File: src/rtl/core/arc_pkg.sv
// ----------------------------------------------------------------------------
// arc_pkg
// Shared types, codes and constant tables of the aspect-ratio classifier.
// ----------------------------------------------------------------------------
package arc_pkg;

  localparam int RATIO_W         = 16;
  localparam int LOG_W           = 16;
  localparam int GAP_W           = LOG_W + 1;
  localparam int RATIO_FRAC_BITS = 13;
  localparam int LOG_FRAC_BITS   = 12;
  localparam int LOG_CNT_W       = $clog2(LOG_FRAC_BITS);
  localparam int TOL_W           = 13;
  localparam int COUNT_W         = 5;
  localparam int CFG_IDX_W       = 1;
  localparam int CFG_DATA_W      = 13;
  localparam int SLOT_W          = 4;
  localparam int BUILTIN_COUNT   = 16;

  localparam logic [1:0] MODE_WRITE   = 2'd0;
  localparam logic [1:0] MODE_NEAREST = 2'd1;
  localparam logic [1:0] MODE_MATCH   = 2'd2;
  localparam logic [1:0] MODE_RESOLVE = 2'd3;

  localparam logic [1:0] FILT_DETECT  = 2'd1;
  localparam logic [1:0] FILT_DECLARE = 2'd2;

  localparam logic [CFG_IDX_W-1:0] CFG_ENTRY_COUNT = 1'd0;
  localparam logic [CFG_IDX_W-1:0] CFG_TOLERANCE   = 1'd1;

  localparam logic [COUNT_W-1:0] COUNT_RESET = 5'd16;
  localparam logic [TOL_W-1:0]   TOL_RESET   = 13'd123;

  typedef struct packed {
    logic [RATIO_W-1:0] ratio;
    logic [LOG_W-1:0]   lg;
    logic               det;
    logic               decl;
  } entry_t;

  // Log2 of a ratio, evaluated at elaboration for the built-in table.
  function automatic logic [LOG_W-1:0] log2_const(input logic [RATIO_W-1:0] x);
    int p;
    int i;
    int frac;
    int v;
    logic [31:0] m;
    p = 0;
    for (i = 0; i < RATIO_W; i++) begin
      if (x[i]) p = i;
    end
    m = 32'(x) << (15 - p);
    frac = 0;
    for (i = 0; i < LOG_FRAC_BITS; i++) begin
      m = (m * m) >> 15;
      frac = frac * 2;
      if (m >= 32'd65536) begin
        m = m >> 1;
        frac = frac + 1;
      end
    end
    v = (p - RATIO_FRAC_BITS) * (1 << LOG_FRAC_BITS) + frac;
    if (v < -32768) v = -32768;
    if (v > 32767) v = 32767;
    return LOG_W'(v);
  endfunction

  localparam logic [RATIO_W-1:0] BUILTIN_RATIO [BUILTIN_COUNT] = '{
    16'd8192,  16'd9748,  16'd10923, 16'd11223, 16'd11715, 16'd12288, 16'd13599, 16'd14564,
    16'd15155, 16'd15565, 16'd16384, 16'd18022, 16'd19251, 16'd19661, 16'd20890, 16'd22610};

  localparam logic [LOG_W-1:0] BUILTIN_LOG [BUILTIN_COUNT] = '{
    log2_const(16'd8192),  log2_const(16'd9748),  log2_const(16'd10923),
    log2_const(16'd11223), log2_const(16'd11715), log2_const(16'd12288),
    log2_const(16'd13599), log2_const(16'd14564), log2_const(16'd15155),
    log2_const(16'd15565), log2_const(16'd16384), log2_const(16'd18022),
    log2_const(16'd19251), log2_const(16'd19661), log2_const(16'd20890),
    log2_const(16'd22610)};

  localparam logic [BUILTIN_COUNT-1:0] BUILTIN_DETECT = 16'h3FDE;

  function automatic entry_t reset_entry(input logic [31:0] idx);
    entry_t e;
    e = '0;
    if (idx < 32'(BUILTIN_COUNT)) begin
      e.ratio = BUILTIN_RATIO[idx[3:0]];
      e.lg    = BUILTIN_LOG[idx[3:0]];
      e.det   = BUILTIN_DETECT[idx[3:0]];
      e.decl  = 1'b1;
    end
    return e;
  endfunction

  function automatic logic [GAP_W-1:0] log_gap(input logic [LOG_W-1:0] a,
                                               input logic [LOG_W-1:0] b);
    logic signed [GAP_W-1:0] d;
    d = $signed({a[LOG_W-1], a}) - $signed({b[LOG_W-1], b});
    return d[GAP_W-1] ? GAP_W'(-d) : GAP_W'(d);
  endfunction

endpackage

File: src/rtl/core/arc_log2.sv
// ----------------------------------------------------------------------------
// arc_log2
// Iterative log2 unit: leading-one normalization, then one squaring per cycle.
// ----------------------------------------------------------------------------
module arc_log2 (
  input  logic                        clk,
  input  logic                        rst_n,
  input  logic                        start,
  input  logic [arc_pkg::RATIO_W-1:0] x,
  output logic                        busy,
  output logic [arc_pkg::LOG_W-1:0]   result
);

  localparam int LFB = arc_pkg::LOG_FRAC_BITS;

  logic                          busy_r;
  logic [arc_pkg::LOG_CNT_W-1:0] cnt_r;
  logic [15:0]                   m_r;
  logic [3:0]                    p_r;
  logic [LFB-1:0]                frac_r;
  logic [arc_pkg::LOG_W-1:0]     res_r;

  logic [3:0]     p_in;
  logic [15:0]    m_in;
  logic [31:0]    sqr;
  logic [16:0]    mq;
  logic [15:0]    m_nxt;
  logic [LFB-1:0] frac_nxt;
  logic           last;
  int             v;

  always_comb begin
    p_in = '0;
    for (int i = 0; i < 16; i++) begin
      if (x[i]) p_in = 4'(i);
    end
    m_in     = x << (4'd15 - p_in);
    sqr      = 32'(m_r) * 32'(m_r);
    mq       = sqr[31:15];
    m_nxt    = mq[16] ? mq[16:1] : mq[15:0];
    frac_nxt = {frac_r[LFB-2:0], mq[16]};
    last     = cnt_r == arc_pkg::LOG_CNT_W'(LFB - 1);
    v = (int'(p_r) - arc_pkg::RATIO_FRAC_BITS) * (1 << LFB) + int'(frac_nxt);
    if (v < -32768) v = -32768;
    if (v > 32767) v = 32767;
  end

  always_ff @(posedge clk) begin
    if (!rst_n) begin
      busy_r <= 1'b0;
      cnt_r  <= '0;
    end else if (start) begin
      busy_r <= 1'b1;
      cnt_r  <= '0;
    end else if (busy_r) begin
      cnt_r <= cnt_r + 1'b1;
      if (last) busy_r <= 1'b0;
    end
  end

  always_ff @(posedge clk) begin
    if (start) begin
      m_r    <= m_in;
      p_r    <= p_in;
      frac_r <= '0;
    end else if (busy_r) begin
      m_r    <= m_nxt;
      frac_r <= frac_nxt;
      if (last) res_r <= arc_pkg::LOG_W'(v);
    end
  end

  assign busy   = busy_r;
  assign result = res_r;

endmodule

File: src/rtl/core/arc_table.sv
// ----------------------------------------------------------------------------
// arc_table
// Entry memory with registered read. Slots never written since reset
// read back as the built-in entry.
// ----------------------------------------------------------------------------
module arc_table #(
  parameter int ENTRIES = 16
) (
  input  logic                  clk,
  input  logic                  rst_n,
  input  logic                  wr_en,
  input  logic [$clog2(ENTRIES)-1:0] wr_addr,
  input  arc_pkg::entry_t       wr_data,
  input  logic [$clog2(ENTRIES)-1:0] rd_addr,
  output arc_pkg::entry_t       rd_data
);

  localparam int AW = $clog2(ENTRIES);

  arc_pkg::entry_t mem [ENTRIES];
  logic [ENTRIES-1:0] written_r;
  arc_pkg::entry_t    rd_q_r;
  logic               rd_written_r;
  logic [AW-1:0]      rd_addr_r;

  always_ff @(posedge clk) begin
    if (!rst_n) begin
      written_r <= '0;
    end else if (wr_en) begin
      written_r[wr_addr] <= 1'b1;
    end
  end

  always_ff @(posedge clk) begin
    if (wr_en) mem[wr_addr] <= wr_data;
    rd_q_r       <= mem[rd_addr];
    rd_written_r <= written_r[rd_addr];
    rd_addr_r    <= rd_addr;
  end

  assign rd_data = rd_written_r ? rd_q_r : arc_pkg::reset_entry(32'(rd_addr_r));

endmodule

File: src/rtl/core/aspect_ratio_classifier_core.sv
// ----------------------------------------------------------------------------
// aspect_ratio_classifier_core
// Classifies a ratio against a table of aspect-ratio entries.
// ----------------------------------------------------------------------------
// One item is handled at a time. A write, or a query of ratio zero, waits for
// the twelve squaring steps of the log2 unit, then goes to the output register.
// A query takes the log2 step first, then a scan over the N entries in use
// that reads one table entry per cycle from the entry memory. A finished
// result waits in the output register while the next item is taken; a
// stalled output holds the next result back until it leaves.
module aspect_ratio_classifier_core #(
  parameter int ENTRIES = 16
) (
  input  logic                           clk,
  input  logic                           rst_n,
  input  logic                           in_valid,
  output logic                           in_stall,
  input  logic [1:0]                     in_mode,
  input  logic [15:0]                    in_ratio,
  input  logic [15:0]                    in_toward_ratio,
  input  logic [1:0]                     in_use_filter,
  input  logic [3:0]                     in_entry_slot,
  input  logic                           in_entry_detect,
  input  logic                           in_entry_declare,
  output logic                           out_valid,
  input  logic                           out_stall,
  output logic                           out_found,
  output logic [3:0]                     out_entry_index,
  output logic [15:0]                    out_entry_ratio,
  input  logic                           cfg_valid,
  output logic                           cfg_ready,
  input  logic [arc_pkg::CFG_IDX_W-1:0]  cfg_index,
  input  logic [arc_pkg::CFG_DATA_W-1:0] cfg_wdata
);

  localparam int AW = $clog2(ENTRIES);
  localparam int CW = $clog2(ENTRIES + 1);
  localparam int GW = arc_pkg::GAP_W;

  typedef enum logic [1:0] {S_IDLE, S_LOG, S_SCAN, S_FIN} state_t;

  state_t state_r, state_nxt;
  logic   out_valid_r, out_valid_nxt;
  logic   out_found_r, out_found_nxt;
  logic [3:0]  out_idx_r, out_idx_nxt;
  logic [15:0] out_ratio_r, out_ratio_nxt;
  logic [arc_pkg::COUNT_W-1:0] ent_cnt_r;
  logic [arc_pkg::TOL_W-1:0]   tol_r;
  logic   pend_r, pend_nxt;

  logic [1:0]  mode_r, mode_nxt;
  logic [15:0] ratio_r, ratio_nxt;
  logic [15:0] toward_r, toward_nxt;
  logic [1:0]  filt_r, filt_nxt;
  logic [3:0]  slot_r, slot_nxt;
  logic        det_r, det_nxt;
  logic        decl_r, decl_nxt;
  logic [31:0] sq_r, sq_nxt;
  logic [CW-1:0] iss_r, iss_nxt;
  logic [AW-1:0] pidx_r, pidx_nxt;
  logic          pk_v_r, pk_v_nxt;
  logic [AW-1:0] pk_slot_r, pk_slot_nxt;
  logic [15:0]   pk_ratio_r, pk_ratio_nxt;
  logic [arc_pkg::LOG_W-1:0] pk_log_r, pk_log_nxt;
  logic          done_r, done_nxt;
  logic [GW-1:0] boff_r, boff_nxt;
  logic [GW-1:0] bpull_r, bpull_nxt;
  logic          res_found_r, res_found_nxt;
  logic [3:0]    res_idx_r, res_idx_nxt;
  logic [15:0]   res_ratio_r, res_ratio_nxt;

  logic in_acc;
  logic busy_a, busy_b;
  logic [arc_pkg::LOG_W-1:0] log_a, log_b;
  logic            wr_en;
  arc_pkg::entry_t wr_data;
  arc_pkg::entry_t rd;
  logic [CW-1:0]   n_act;
  logic            pass;
  logic [31:0]     prod;
  logic [GW-1:0]   off, pull, match_gap;
  logic [31:0]     pk_slot_w;
  logic            ok_wr, found;

  arc_log2 u_log_a (
    .clk(clk), .rst_n(rst_n), .start(in_acc), .x(in_ratio),
    .busy(busy_a), .result(log_a)
  );

  arc_log2 u_log_b (
    .clk(clk), .rst_n(rst_n), .start(in_acc), .x(in_toward_ratio),
    .busy(busy_b), .result(log_b)
  );

  arc_table #(.ENTRIES(ENTRIES)) u_table (
    .clk(clk), .rst_n(rst_n), .wr_en(wr_en), .wr_addr(AW'(32'(slot_r))),
    .wr_data(wr_data), .rd_addr(iss_r[AW-1:0]), .rd_data(rd)
  );

  assign in_stall  = state_r != S_IDLE;
  assign in_acc    = in_valid && !in_stall;
  assign cfg_ready = 1'b1;

  always_comb begin
    n_act = (32'(ent_cnt_r) > 32'(ENTRIES)) ? CW'(ENTRIES) : CW'(ent_cnt_r);
    if (filt_r == arc_pkg::FILT_DETECT) pass = rd.det;
    else if (filt_r == arc_pkg::FILT_DECLARE) pass = rd.decl;
    else pass = 1'b1;
    prod      = 32'(pk_ratio_r) * 32'(rd.ratio);
    off       = arc_pkg::log_gap(log_a, rd.lg);
    pull      = (toward_r != '0) ? arc_pkg::log_gap(log_b, rd.lg) : '1;
    match_gap = arc_pkg::log_gap(log_a, pk_log_r);
    pk_slot_w = 32'(pk_slot_r);
    ok_wr     = (ratio_r != '0) && (32'(slot_r) < 32'(ENTRIES));
    found     = (mode_r == arc_pkg::MODE_MATCH)
                ? (pk_v_r && match_gap <= GW'(tol_r)) : pk_v_r;
    wr_data   = '{ratio: ratio_r, lg: log_a, det: det_r, decl: decl_r};
    wr_en     = 1'b0;

    state_nxt = state_r;   out_valid_nxt = out_valid_r;
    out_found_nxt = out_found_r; out_idx_nxt = out_idx_r; out_ratio_nxt = out_ratio_r;
    pend_nxt = 1'b0;       mode_nxt = mode_r;     ratio_nxt = ratio_r;
    toward_nxt = toward_r; filt_nxt = filt_r;     slot_nxt = slot_r;
    det_nxt = det_r;       decl_nxt = decl_r;     sq_nxt = sq_r;
    iss_nxt = iss_r;       pidx_nxt = pidx_r;     pk_v_nxt = pk_v_r;
    pk_slot_nxt = pk_slot_r; pk_ratio_nxt = pk_ratio_r; pk_log_nxt = pk_log_r;
    done_nxt = done_r;     boff_nxt = boff_r;     bpull_nxt = bpull_r;
    res_found_nxt = res_found_r; res_idx_nxt = res_idx_r; res_ratio_nxt = res_ratio_r;

    if (out_valid_r && !out_stall) out_valid_nxt = 1'b0;

    unique case (state_r)
      S_IDLE: begin
        if (in_acc) begin
          mode_nxt   = in_mode;
          ratio_nxt  = in_ratio;
          toward_nxt = in_toward_ratio;
          filt_nxt   = in_use_filter;
          slot_nxt   = in_entry_slot;
          det_nxt    = in_entry_detect;
          decl_nxt   = in_entry_declare;
          sq_nxt     = 32'(in_ratio) * 32'(in_ratio);
          state_nxt  = S_LOG;
        end
      end
      S_LOG: begin
        if (!busy_a && !busy_b) begin
          iss_nxt  = '0;
          pk_v_nxt = 1'b0;
          done_nxt = 1'b0;
          if (mode_r == arc_pkg::MODE_WRITE) begin
            wr_en         = ok_wr;
            res_found_nxt = ok_wr;
            res_idx_nxt   = ok_wr ? slot_r : '0;
            res_ratio_nxt = ok_wr ? ratio_r : '0;
            state_nxt     = S_FIN;
          end else if (ratio_r == '0) begin
            res_found_nxt = 1'b0;
            res_idx_nxt   = '0;
            res_ratio_nxt = '0;
            state_nxt     = S_FIN;
          end else begin
            state_nxt = S_SCAN;
          end
        end
      end
      S_SCAN: begin
        if (iss_r != n_act) begin
          pend_nxt = 1'b1;
          pidx_nxt = iss_r[AW-1:0];
          iss_nxt  = iss_r + 1'b1;
        end
        if (pend_r && pass) begin
          if (mode_r != arc_pkg::MODE_RESOLVE) begin
            if (!done_r) begin
              if (pk_v_r && sq_r < prod) begin
                done_nxt = 1'b1;
              end else begin
                pk_v_nxt = 1'b1; pk_slot_nxt = pidx_r;
                pk_ratio_nxt = rd.ratio; pk_log_nxt = rd.lg;
              end
            end
          end else if (off <= GW'(tol_r) &&
                       (!pk_v_r || pull < bpull_r || (pull == bpull_r && off < boff_r))) begin
            pk_v_nxt = 1'b1; pk_slot_nxt = pidx_r;
            pk_ratio_nxt = rd.ratio; pk_log_nxt = rd.lg;
            boff_nxt = off; bpull_nxt = pull;
          end
        end
        if (iss_r == n_act && !pend_r) begin
          res_found_nxt = found;
          res_idx_nxt   = found ? pk_slot_w[3:0] : '0;
          res_ratio_nxt = found ? pk_ratio_r : '0;
          state_nxt     = S_FIN;
        end
      end
      S_FIN: begin
        if (!out_valid_r || !out_stall) begin
          out_valid_nxt = 1'b1;
          out_found_nxt = res_found_r;
          out_idx_nxt   = res_idx_r;
          out_ratio_nxt = res_ratio_r;
          state_nxt     = S_IDLE;
        end
      end
      default: state_nxt = S_IDLE;
    endcase
  end

  always_ff @(posedge clk) begin
    if (!rst_n) begin
      state_r     <= S_IDLE;
      out_valid_r <= 1'b0;
      out_found_r <= 1'b0;
      out_idx_r   <= '0;
      out_ratio_r <= '0;
      pend_r      <= 1'b0;
      ent_cnt_r   <= arc_pkg::COUNT_RESET;
      tol_r       <= arc_pkg::TOL_RESET;
    end else begin
      state_r     <= state_nxt;
      out_valid_r <= out_valid_nxt;
      out_found_r <= out_found_nxt;
      out_idx_r   <= out_idx_nxt;
      out_ratio_r <= out_ratio_nxt;
      pend_r      <= pend_nxt;
      if (cfg_valid && cfg_ready) begin
        unique case (cfg_index)
          arc_pkg::CFG_ENTRY_COUNT: ent_cnt_r <= cfg_wdata[arc_pkg::COUNT_W-1:0];
          arc_pkg::CFG_TOLERANCE:   tol_r     <= cfg_wdata[arc_pkg::TOL_W-1:0];
          default: ;
        endcase
      end
    end
  end

  always_ff @(posedge clk) begin
    mode_r <= mode_nxt;       ratio_r <= ratio_nxt;     toward_r <= toward_nxt;
    filt_r <= filt_nxt;       slot_r <= slot_nxt;       det_r <= det_nxt;
    decl_r <= decl_nxt;       sq_r <= sq_nxt;           iss_r <= iss_nxt;
    pidx_r <= pidx_nxt;       pk_v_r <= pk_v_nxt;       pk_slot_r <= pk_slot_nxt;
    pk_ratio_r <= pk_ratio_nxt; pk_log_r <= pk_log_nxt; done_r <= done_nxt;
    boff_r <= boff_nxt;       bpull_r <= bpull_nxt;     res_found_r <= res_found_nxt;
    res_idx_r <= res_idx_nxt; res_ratio_r <= res_ratio_nxt;
  end

  assign out_valid       = out_valid_r;
  assign out_found       = out_found_r;
  assign out_entry_index = out_idx_r;
  assign out_entry_ratio = out_ratio_r;

endmodule

File: config.mk
export PLATFORM = sky130hd
export DESIGN_NAME = aspect_ratio_classifier_core
export DESIGN_NICKNAME = d
export VERILOG_FILES = /design/src/rtl/core/arc_pkg.sv /design/src/rtl/core/arc_log2.sv /design/src/rtl/core/arc_table.sv /design/src/rtl/core/aspect_ratio_classifier_core.sv
export SDC_FILE = /design/constraint.sdc
export NUM_CORES = 2
export LEC_CHECK = 0
export ABC_CLOCK_PERIOD_IN_PS = 8700
export BUFFER_PORTS_ARGS = -buffer_cell sky130_fd_sc_hd__buf_2
export CAP_MARGIN = 20
export CORE_ASPECT_RATIO = 1.1
export CORE_MARGIN = 1
export CORE_UTILIZATION = 50
export DETAILED_ROUTE_END_ITERATION = 8
export GPL_ROUTABILITY_DRIVEN = 0
export PLACE_DENSITY = 0.66
export SLEW_MARGIN = 20
export SYNTH_ARGS = -nofsm -noshare
export SYNTH_HDL_FRONTEND = slang
export SYNTH_SLANG_ARGS = --single-unit
File: constraint.sdc
create_clock -name clk -period 8.7 [get_ports clk]
set_input_delay 0.87 -clock clk [delete_from_list [all_inputs] [get_ports clk]]
set_output_delay 0.87 -clock clk [all_outputs]
set_load 0.05 [all_outputs]
==> results.cfg <==
[setup_path]
critPathMaxFanout = 10
cpPeakStageDelay_ns = 0.57
cp_common_cell = fa_1
crit_path_start_kind = flip-flop
crit_arrival_ns = 9.36
worst_ep_required_time_ns = 9.13
cp_slowest_cell = fa_1
worst-setup-path-type = reg2reg
end_kind = flip-flop

[finish]
seqCellArea_um2 = 26400
area_growth_pct = 10.9
fin_nets = 7608
num-fill-cells = 11500
layout-drive-gt1-share_pct = 12.8
fin_cells = 8204
multiInputGateArea_um2 = 39800

[timing]
rsz0062_at_grt = yes
period_minus_slack_ns = 8.93
setup_violations = 37
skew_ns = 0.0441
slew_viol_final = 0
fin_ws_ns = -0.226
worst_slew_pin_slew_ns = 1.05
period_share_pct = 103
hold_viol_final = 0
slew_headroom_pct = 30.0
fmax_mhz = 112

[placed_design]
dp.cells = 8005
hpwl_mm = 122
port_buffers = 83

[synth]
synth_area_leaders = edfxtp_1 (34%), fa_1 (20%), ha_1 (9.9%)
postSynthAreaPerCell_um2 = 11.6
synth-async-reset-ratio_pct = 0
synth_area_um2 = 70500
syn-num-nets = 7402
yosysWarnings = 0
yosysMostFrequentCell = inv_1
ys_seq_area_share_pct = 37.4
synth_top_area_cell = edfxtp_1
ys.flop_type = edfxtp_1
synth_cell_types = 94
synth_edf_count = 790
synth_seq_cells = 921
netlist_instances = 6094
netlist_top_cells_count = inv_1 (1077), edfxtp_1 (790), fa_1 (687), ha_1 (560), nand2_1 (543)
synth_top_area_share_pct = 33.7

[cts]
cts_tree = built
cts_root_buf = clkbuf_16
clock_sinks = 921
cts_buffers = 93
clk_path_buf_depth = 3
clock_latency_ns = 0.68
htree_levels = 3
path_clk_slew_ns = 0.06

[route]
final_antenna_net_count = 0
wl_per_cell_um = 20.6
detail_route.wirelength_mm = 169
drc = 0
vias = 45800
vias_per_cell = 5.58
drtIter0Drc = 3507
dr.pass1.iters = 6

[floorplan]
die_x_um = 360
dieArea_um2 = 142000
core-area_um2 = 140000
die_y_um = 396
num_rows = 144
start_util_pct = 50.3
pin_count = 85

[hold_path]
hp-class = in2reg

[global_routing]
grt_max_degree = 148
grt_antenna_before_repair = 12
gr-total-overflow = 0
grt_pass1_vias = 47100
grt_pass1_wl_mm = 267
grt_use_total_pct = 24.1

[run_status]
status = finished with violations
violations = setup timing

[job]
cap_violations = 0
## registers in the layout (all words and copies together), names as in the netlist, 13 cells and up, named ones only
name,flops
tol_r,13
u_log_b.result,16
u_log_b.m_r,16
u_table.written_r,16
pk_log_r,16
u_table.mem,544
u_log_a.result,16
pk_ratio_r,16
u_table.rd_q_r,34
ratio_r,16
sq_r,30
boff_r,17
bpull_r,17
toward_r,16
res_ratio_r,16
u_log_a.m_r,16
out_entry_ratio,16
## layer usage
layer / global-route usage (%) / part of all wire [%] / vias to the layer above
li1: - / - / 21000
met1: 33.5 / 43 / 23100
met2: 39.9 / 48 / 1476
met3: 3.76 / 7.2 / 227
met4: 5.17 / 1.9 / 8
met5: 0 / 0.032 / -
## logic make-up after synthesis
family | count (synthesis) | synth area share [%]
compound gates | 767 | 7.42
xor+xnor | 187 | 2.33
fa+ha+maj | 1247 | 29.5
buf+inv | 1290 | 6.91
flops | 921 | 37.4
mux | 270 | 6.98
other cells | 1 | 0.00532
simple gates | 1411 | 9.50
## area by class of cell
type / count / area share, %
clock inverter: 40 / 0.654
tap: 1825 / 2.92
timing repair buffer: 318 / 3.04
inverter: 1083 / 5.22
clock buffer: 133 / 3.42
antenna: 1 / 0.00320
multi-input combinational: 3883 / 51.0
sequential: 921 / 33.7
## cells in the final DEF, fill, tap and decap left out, drive strengths merged, types with 27 or more instances in the layout
master | Yosys | layout
edfxtp | 790 | 790
mux2i | 73 | 73
and2 | 238 | 238
o21ai | 141 | 141
o211ai | 27 | 27
dfxtp | 131 | 131
nand3 | 56 | 56
xnor2 | 108 | 108
xor2 | 79 | 79
a21boi | 32 | 32
a21oi | 186 | 186
o21a | 69 | 69
fa | 687 | 687
mux4 | 175 | 175
o31ai | 27 | 27
nor3 | 55 | 55
a21o | 69 | 69
nand2b | 37 | 37
nand2 | 543 | 543
ha | 560 | 560
and3 | 27 | 27
nor2 | 278 | 278
nand4 | 27 | 27
clkbuf | 175 | 134
buf | 32 | 317
a31oi | 29 | 29
nor2b | 69 | 69
inv | 1078 | 1085
## path summary, 6_finish.rpt
| check | slack, ns | endpoint | cells after the start | startpoint |
|---|---|---|---|---|
| max | -0.23 | pk_log_r[7] | 39 | u_table.rd_addr_r[0] |
| min | 0.38 | filt_r[1] | 1 | in_use_filter[1] |
| min reg2reg | 0.43 | pk_slot_r[1] | 0 | pidx_r[1] |
| max reg2reg | -0.23 | pk_log_r[7] | 39 | u_table.rd_addr_r[0] |
## critical path, delay by kind of cell (launching register included)
kind | cells | cell delay [ns]
and+or+nand+nor | 8 | 1.25
DFF | 1 | 0.37
buffers and inverters | 11 | 1.27
xor gates and xnor gates | 1 | 0.17
AOI/OAI and AO/OA | 10 | 1.77
adders and majority gates | 9 | 3.83
## through the flow
stage / instance area, µm² / hold WS [ns] / TNS (ns) / setup WS (ns) / utilization, %
final: 78100 / 0.380 / -7.92 / -0.226 / 55.8
after global routing: 78100 / 0.352 / -22.64 / -0.624 / 55.8
after CTS: 77800 / 0.337 / -4.04 / -0.118 / 55.6
after detailed placement: 74200 / 0.405 / -20.88 / -0.572 / 53.0
after global placement: 74200 / 0.401 / -18.50 / -0.510 / 53.0
after floorplan: 70500 / 0.363 / 0 / 0.00146 / -
## repair_timing
| item | 4_1_cts | 5_1_grt |
|---|---|---|
| hold buffers | 0 | 0 |
| pin swaps | 32 | 57 |
| setup buffers | 12 | 12 |
| cloned | 2 | 1 |
| setup endpoints to repair | 38 | 38 |
| resized for setup | 64 | 48 |
Power is not shown: default switching activity piles up to over one toggle a cycle in this logic, so the estimate is an artifact.
